[src/rtl/core/sdcr_pkg.sv]
// sdcr_pkg: shared types, constants and helper functions for the damped comb reverb
// no dependencies; compiled first

package sdcr_pkg;

    localparam int DATA_W = 24;
    localparam int RATE_W = 18;
    localparam int COEF_W = 16;
    localparam int BASE_W = 12;
    localparam int PROD_W = BASE_W + RATE_W;
    localparam int QUOT_W = 15;
    localparam int ACC_W  = 43;

    typedef logic signed [DATA_W-1:0] t_sample;
    typedef logic        [RATE_W-1:0] t_rate;

    // transaction kinds on the input channel
    localparam logic KIND_SAMPLE = 1'b0;
    localparam logic KIND_CLEAR  = 1'b1;

    // damping and feed coefficients, unsigned Q0.16
    localparam logic [COEF_W-1:0] COEF_OLD = 16'd36045;
    localparam logic [COEF_W-1:0] COEF_TAP = 16'd29491;
    localparam logic [COEF_W-1:0] COEF_IN  = 16'd14418;
    localparam logic [COEF_W-1:0] COEF_FB  = 16'd41288;

    // rounding offset for the 16 bit product shift
    localparam logic signed [ACC_W-1:0] ROUND_HALF = 43'sd32768;

    // ceil(2^32 / 375): x / 48000 == ((x >> 7) * RECIP_375) >> 32 for x < 2^30
    localparam logic [23:0] RECIP_375 = 24'd11453247;

    localparam t_rate RATE_RESET = 18'd48000;

    // datapath step commanded by the controller
    typedef enum logic [3:0] {
        STEP_NONE,
        STEP_LEN_MUL,
        STEP_LEN_DIV,
        STEP_ADDR,
        STEP_READ,
        STEP_DAMP_A,
        STEP_DAMP_B,
        STEP_DAMP_C,
        STEP_WRITE_A,
        STEP_WRITE_B
    } t_step;

    typedef struct packed {
        logic  capture;
        logic  clear_state;
        logic  load_out;
        t_step step;
    } t_dp_cmd;

    typedef enum logic [3:0] {
        S_IDLE,
        S_LEN_MUL,
        S_LEN_DIV,
        S_ADDR,
        S_READ,
        S_DAMP_A,
        S_DAMP_B,
        S_DAMP_C,
        S_WRITE_A,
        S_WRITE_B,
        S_DONE
    } t_ctrl_state;

    // base comb length at 48 kHz, by channel and line within a group of four
    function automatic logic [BASE_W-1:0] base_len(input logic ch, input logic [1:0] j);
        logic [BASE_W-1:0] len;
        unique case ({ch, j})
            3'b000:  len = 12'd1423;
            3'b001:  len = 12'd1559;
            3'b010:  len = 12'd1747;
            3'b011:  len = 12'd1999;
            3'b100:  len = 12'd1481;
            3'b101:  len = 12'd1613;
            3'b110:  len = 12'd1801;
            default: len = 12'd2081;
        endcase
        return len;
    endfunction

    // saturate to the signed 24 bit sample range
    function automatic t_sample sat24(input logic signed [27:0] x);
        t_sample y;
        if (x > 28'sd8388607) begin
            y = 24'sh7FFFFF;
        end else if (x < -28'sd8388608) begin
            y = 24'sh800000;
        end else begin
            y = x[DATA_W-1:0];
        end
        return y;
    endfunction

endpackage

[src/rtl/core/sdcr_ctrl.sv]
// sdcr_ctrl: sequencer over the comb lines and the channel handshakes
// depends on sdcr_pkg; commands sdcr_datapath through t_dp_cmd and the line index

module sdcr_ctrl #(
    parameter int LINES_PER_CHANNEL = 4,
    localparam int NUM_LINES        = 2 * LINES_PER_CHANNEL,
    localparam int LINE_W           = $clog2(NUM_LINES)
) (
    input  logic                  i_clk,
    input  logic                  i_rst_n,
    input  logic                  i_in_valid,
    input  logic                  i_in_kind,
    output logic                  o_in_ready,
    output logic                  o_out_valid,
    input  logic                  i_out_ready,
    output sdcr_pkg::t_dp_cmd     o_cmd,
    output logic [LINE_W-1:0]     o_line
);
    import sdcr_pkg::*;

    localparam logic [LINE_W-1:0] LAST_LINE = LINE_W'(NUM_LINES - 1);

    t_ctrl_state       r_state;
    t_ctrl_state       n_state;
    logic [LINE_W-1:0] r_line;
    logic [LINE_W-1:0] n_line;
    logic              r_out_valid;
    logic              n_out_valid;
    logic              w_accept;
    logic              w_out_free;

    assign w_accept   = i_in_valid && o_in_ready;
    assign w_out_free = !r_out_valid || i_out_ready;

    // next state
    always_comb begin
        n_state = r_state;
        unique case (r_state)
            S_IDLE: begin
                if (i_in_valid) begin
                    n_state = (i_in_kind == KIND_CLEAR) ? S_DONE : S_LEN_MUL;
                end
            end
            S_LEN_MUL: n_state = S_LEN_DIV;
            S_LEN_DIV: n_state = S_ADDR;
            S_ADDR:    n_state = S_READ;
            S_READ:    n_state = S_DAMP_A;
            S_DAMP_A:  n_state = S_DAMP_B;
            S_DAMP_B:  n_state = S_DAMP_C;
            S_DAMP_C:  n_state = S_WRITE_A;
            S_WRITE_A: n_state = S_WRITE_B;
            S_WRITE_B: n_state = (r_line == LAST_LINE) ? S_DONE : S_LEN_MUL;
            S_DONE: begin
                if (w_out_free) begin
                    n_state = S_IDLE;
                end
            end
            default:   n_state = S_IDLE;
        endcase
    end

    // line counter and result valid flag
    always_comb begin
        n_line = r_line;
        if (r_state == S_WRITE_B) begin
            n_line = (r_line == LAST_LINE) ? '0 : r_line + LINE_W'(1);
        end
        n_out_valid = r_out_valid;
        if (r_state == S_DONE && w_out_free) begin
            n_out_valid = 1'b1;
        end else if (i_out_ready) begin
            n_out_valid = 1'b0;
        end
    end

    // outputs
    always_comb begin
        o_in_ready        = 1'b0;
        o_cmd.capture     = 1'b0;
        o_cmd.clear_state = 1'b0;
        o_cmd.load_out    = 1'b0;
        o_cmd.step        = STEP_NONE;
        unique case (r_state)
            S_IDLE: begin
                o_in_ready        = 1'b1;
                o_cmd.capture     = i_in_valid;
                o_cmd.clear_state = i_in_valid && (i_in_kind == KIND_CLEAR);
            end
            S_LEN_MUL: o_cmd.step = STEP_LEN_MUL;
            S_LEN_DIV: o_cmd.step = STEP_LEN_DIV;
            S_ADDR:    o_cmd.step = STEP_ADDR;
            S_READ:    o_cmd.step = STEP_READ;
            S_DAMP_A:  o_cmd.step = STEP_DAMP_A;
            S_DAMP_B:  o_cmd.step = STEP_DAMP_B;
            S_DAMP_C:  o_cmd.step = STEP_DAMP_C;
            S_WRITE_A: o_cmd.step = STEP_WRITE_A;
            S_WRITE_B: o_cmd.step = STEP_WRITE_B;
            S_DONE:    o_cmd.load_out = w_out_free;
            default: begin
            end
        endcase
    end

    always_ff @(posedge i_clk) begin
        if (!i_rst_n) begin
            r_state     <= S_IDLE;
            r_line      <= '0;
            r_out_valid <= 1'b0;
        end else begin
            r_state     <= n_state;
            r_line      <= n_line;
            r_out_valid <= n_out_valid;
        end
    end

    assign o_line      = r_line;
    assign o_out_valid = r_out_valid;

    // a sample transaction starts the line sequence
    a_sample_starts: assert property (@(posedge i_clk) disable iff (!i_rst_n)
        (w_accept && i_in_kind == KIND_SAMPLE) |=> (r_state == S_LEN_MUL))
        else $error("sample transaction did not start the line sequence");

    // a clear transaction goes straight to the result
    a_clear_short: assert property (@(posedge i_clk) disable iff (!i_rst_n)
        (w_accept && i_in_kind == KIND_CLEAR) |=> (r_state == S_DONE))
        else $error("clear transaction did not go straight to the result");

    // the line index stays within the bank
    a_line_range: assert property (@(posedge i_clk) disable iff (!i_rst_n)
        (r_line <= LAST_LINE))
        else $error("line index out of range");

    // every line sequence starts from the first line
    a_line_zero_idle: assert property (@(posedge i_clk) disable iff (!i_rst_n)
        (r_state == S_IDLE) |-> (r_line == '0))
        else $error("line index not at the first line while idle");

    // a finished result is loaded and offered once the result register is free
    a_result_loaded: assert property (@(posedge i_clk) disable iff (!i_rst_n)
        (r_state == S_DONE && w_out_free) |=> (r_out_valid && r_state == S_IDLE))
        else $error("finished result was not offered");

endmodule
[config.mk]
export PLATFORM = sky130hd
export DESIGN_NAME = sdcr_ctrl
export DESIGN_NICKNAME = d
export VERILOG_FILES = /design/src/rtl/core/sdcr_pkg.sv /design/src/rtl/core/sdcr_ctrl.sv
export SDC_FILE = /design/constraint.sdc
export NUM_CORES = 1
export LEC_CHECK = 0
export BUFFER_PORTS_ARGS = -buffer_cell sky130_fd_sc_hd__buf_2
export CAP_MARGIN = 20
export CORE_AREA = 2 2 39 41
export CTS_CLUSTER_SIZE = 10
export DETAILED_ROUTE_END_ITERATION = 16
export DIE_AREA = 0 0 41 43
export PLACE_DENSITY_LB_ADDON = 0.25
export SYNTH_ARGS = -nofsm -noshare
export SYNTH_HDL_FRONTEND = slang
export SYNTH_SLANG_ARGS = --single-unit
[constraint.sdc]
create_clock -name i_clk -period 2.8 [get_ports i_clk]
set_clock_uncertainty 0.2 [all_clocks]
set_input_delay 0.14 -clock i_clk [delete_from_list [all_inputs] [get_ports i_clk]]
set_output_delay 0.14 -clock i_clk [all_outputs]
set_load 0.02 [all_outputs]
==> results.json <==
{
  "tritoncts": "built",
  "antennaDiodeCount": 0,
  "synth-edff-count": 0,
  "start_util": 0.362,
  "pin_count_of_the_biggest_net_entering_global_routing": 14,
  "total_area_of_sequential_cells_um2": 160,
  "syn_nets": 63,
  "final_critical_path_setup_slack_ns": 0.844,
  "worst_ir_drop_vdd_mv": 0.352,
  "ant_nets": 0,
  "met3RoutedLength_um": 66,
  "timing.critical_path.slowest_cell_delay_ns": 0.47,
  "worstSkewPairLatency_ns": 0.25,
  "avgSynthCellArea_um2": 8.94,
  "layoutNonFillerInstCount": 88,
  "count_of_boundary_i_o_pins": 17,
  "max_clock_freq_mhz": 511,
  "syn-cell-area_um2": 500,
  "cp_slowest_cell": "sky130_fd_sc_hd__dfxtp_1",
  "timing_hold_violations_final": 0,
  "worstSetupStartpointType": "flop",
  "fin_hold_ws_ns": 0.0210,
  "preCtsSetupSlack_ns": 1.13,
  "initialDrtViolationCount": 12,
  "dp_hpwl_um": 756,
  "synthesis.yosys.warnings": 0,
  "part_of_the_cycle_the_worst_path_needs": 0.698,
  "detailedRoute.firstPassIterationCount": 3,
  "worstSetupEndpointType": "primary output",
  "grt_setup_unrepaired": "false",
  "antenna_found_initial": 0,
  "tritoncts.num_buffers": 3,
  "max-cap-violations": 0,
  "cts_repair_resize_count": 0,
  "routedLengthMet1_um": 487,
  "cts-root-to-sink-buffers": 2,
  "buffer_ports.inserted": 16,
  "grt_first_pass_wirelength_um": 1480,
  "power_density_nw_per_um2": 796,
  "worst-endpoint-required_ns": 2.46,
  "tritoncts_num_sinks": 8,
  "drc_errors": 0,
  "drive_above_1_share": 0.333,
  "via_per_inst": 5.10,
  "maxSlewViolCount": 0,
  "fp.dieW_um": 41,
  "clock_root_buffer_master": "sky130_fd_sc_hd__clkbuf_4",
  "globalplace.congestion": 0.744,
  "fin_setup_tns_ns": 0,
  "die_h_um": 43,
  "number_of_instances_in_the_synthesized_netlist": 56,
  "path_clk_slew_ns": 0.06,
  "area_occupied_by_multi_input_gates_um2": 309,
  "most_common_library_cell_in_the_layout_ignoring_fill_and_taps": "sky130_fd_sc_hd__buf_2",
  "route.top_layer_used": "met4",
  "crit_chain": "inv_1 -> nor4b_2 -> nor2b_1 -> buf_2",
  "dieArea_um2": 1760,
  "dr_wl_met2_um": 446,
  "leakage_nw": 0.285,
  "timing.setup.critical_path_class": "flop to primary output",
  "finalWorstPathRequiredPeriod_ns": 1.96,
  "wl_um": 1010,
  "final.fill_count": 151,
  "placeableCoreArea_um2": 1380,
  "vias": 449,
  "area_growth_pct": 21.0,
  "h_tree_depth": 1,
  "worstMarginPinSlew_ns": 0.382,
  "worstPathArrival_ns": 1.62,
  "status": "finished, final reports clean",
  "seq_cells_post_synth": 8,
  "setup-violations-final": 0,
  "postSynth.topFlopCell": "sky130_fd_sc_hd__dfxtp_1",
  "wire_length_per_cell_um": 11.5,
  "grt_overflow": 0,
  "crit_fanout": 9,
  "ys_seq_area_frac": 0.320,
  "synth_cell_type_count": 30,
  "nets_final": 81,
  "synth-async-reset-ratio": 0,
  "worstHoldPathType": "input port to flop",
  "first_global_vias": 369,
  "slew_headroom": 0.745,
  "dpl.cell_count": 84,
  "mostFrequentLayoutCells": "sky130_fd_sc_hd__buf_2 (16), sky130_fd_sc_hd__nor2b_1 (8), sky130_fd_sc_hd__dfxtp_1 (8)",
  "standard_cell_rows": 14,
  "grt_use_total": 0.125
}
==> layout make-up <==
| class | instances | area share |
|---|---|---|
| tap | 16 | 0.0331 |
| clock buffer | 3 | 0.0372 |
| multi-input combinational | 43 | 0.510 |
| timing repair buffer | 17 | 0.149 |
| sequential | 8 | 0.264 |
| inverter | 1 | 0.00620 |
==> worst paths after layout <==
check              startpoint  slack (ns)          end  cells past startpoint
setup / recovery   r_state[3]        0.84     o_cmd[4]                      4
setup reg to reg   r_state[2]        1.16   r_state[1]                      4
hold reg to reg     o_line[1]        0.34    o_line[1]                      2
hold / removal    i_out_ready        0.02  o_out_valid                      3
==> through the flow <==
step | cell area (um2) | power [mW] | util
finish | 606 | 0.482 | 0.438
global route | 606 | 0.517 | 0.438
CTS | 606 | 0.489 | 0.438
detailed placement | 573 | 0.394 | 0.414
global placement | 573 | 0.393 | 0.414
floorplan | 500 | 0.340 | -
==> logic make-up after synthesis <==
kind of cell | synth area share
and+or+nand+nor | 0.325
AOI/OAI and AO/OA | 0.148
DFF | 0.320
buffers and inverters | 0.0625
muxes | 0.0600
xor gates and xnor gates | 0.0350
adders and majority gates | 0.0500
==> critical path, delay by kind of cell (launching register included) <==
kind	cells	cell delay, ns
simple gates	2	0.56
buf+inv	2	0.33
flops	1	0.47
==> synth_stat cells, types with 2 or more instances <==
master,number,share of area
sky130_fd_sc_hd__o21ai_1,2,0.020
sky130_fd_sc_hd__and3_1,3,0.038
sky130_fd_sc_hd__ha_1,2,0.050
sky130_fd_sc_hd__nor3_1,2,0.020
sky130_fd_sc_hd__dfxtp_1,8,0.32
sky130_fd_sc_hd__nor2b_1,8,0.10
sky130_fd_sc_hd__nor2_1,4,0.030
sky130_fd_sc_hd__a21oi_1,2,0.020
sky130_fd_sc_hd__mux2i_1,3,0.060
sky130_fd_sc_hd__o21ai_0,2,0.020
==> repair_timing <==
action	CTS	global route
hold buffers	1	0
buffers inserted	0	0
endpoints found under the hold margin	2	0
==> flip-flops by register name, indices dropped and copies added, names as in the netlist <==
signal and count:
o_line 3, o_out_valid 1, r_state 4
==> metal layers <==
metal | GRT usage | up-vias
li1 | - | 230
met1 | 0.172 | 201
met2 | 0.166 | 16
met3 | 0.0157 | 2
met4 | 0.100 | 0
met5 | 0 | -
==> where the power goes <==
group          internal, mW  switching [mW]  total (mW)
clock network        0.0491          0.0394      0.0885
logic                0.0972           0.127       0.224
registers             0.132          0.0374       0.169
total                 0.278           0.204       0.482
Note: power is estimated with default switching activity, not from simulation.
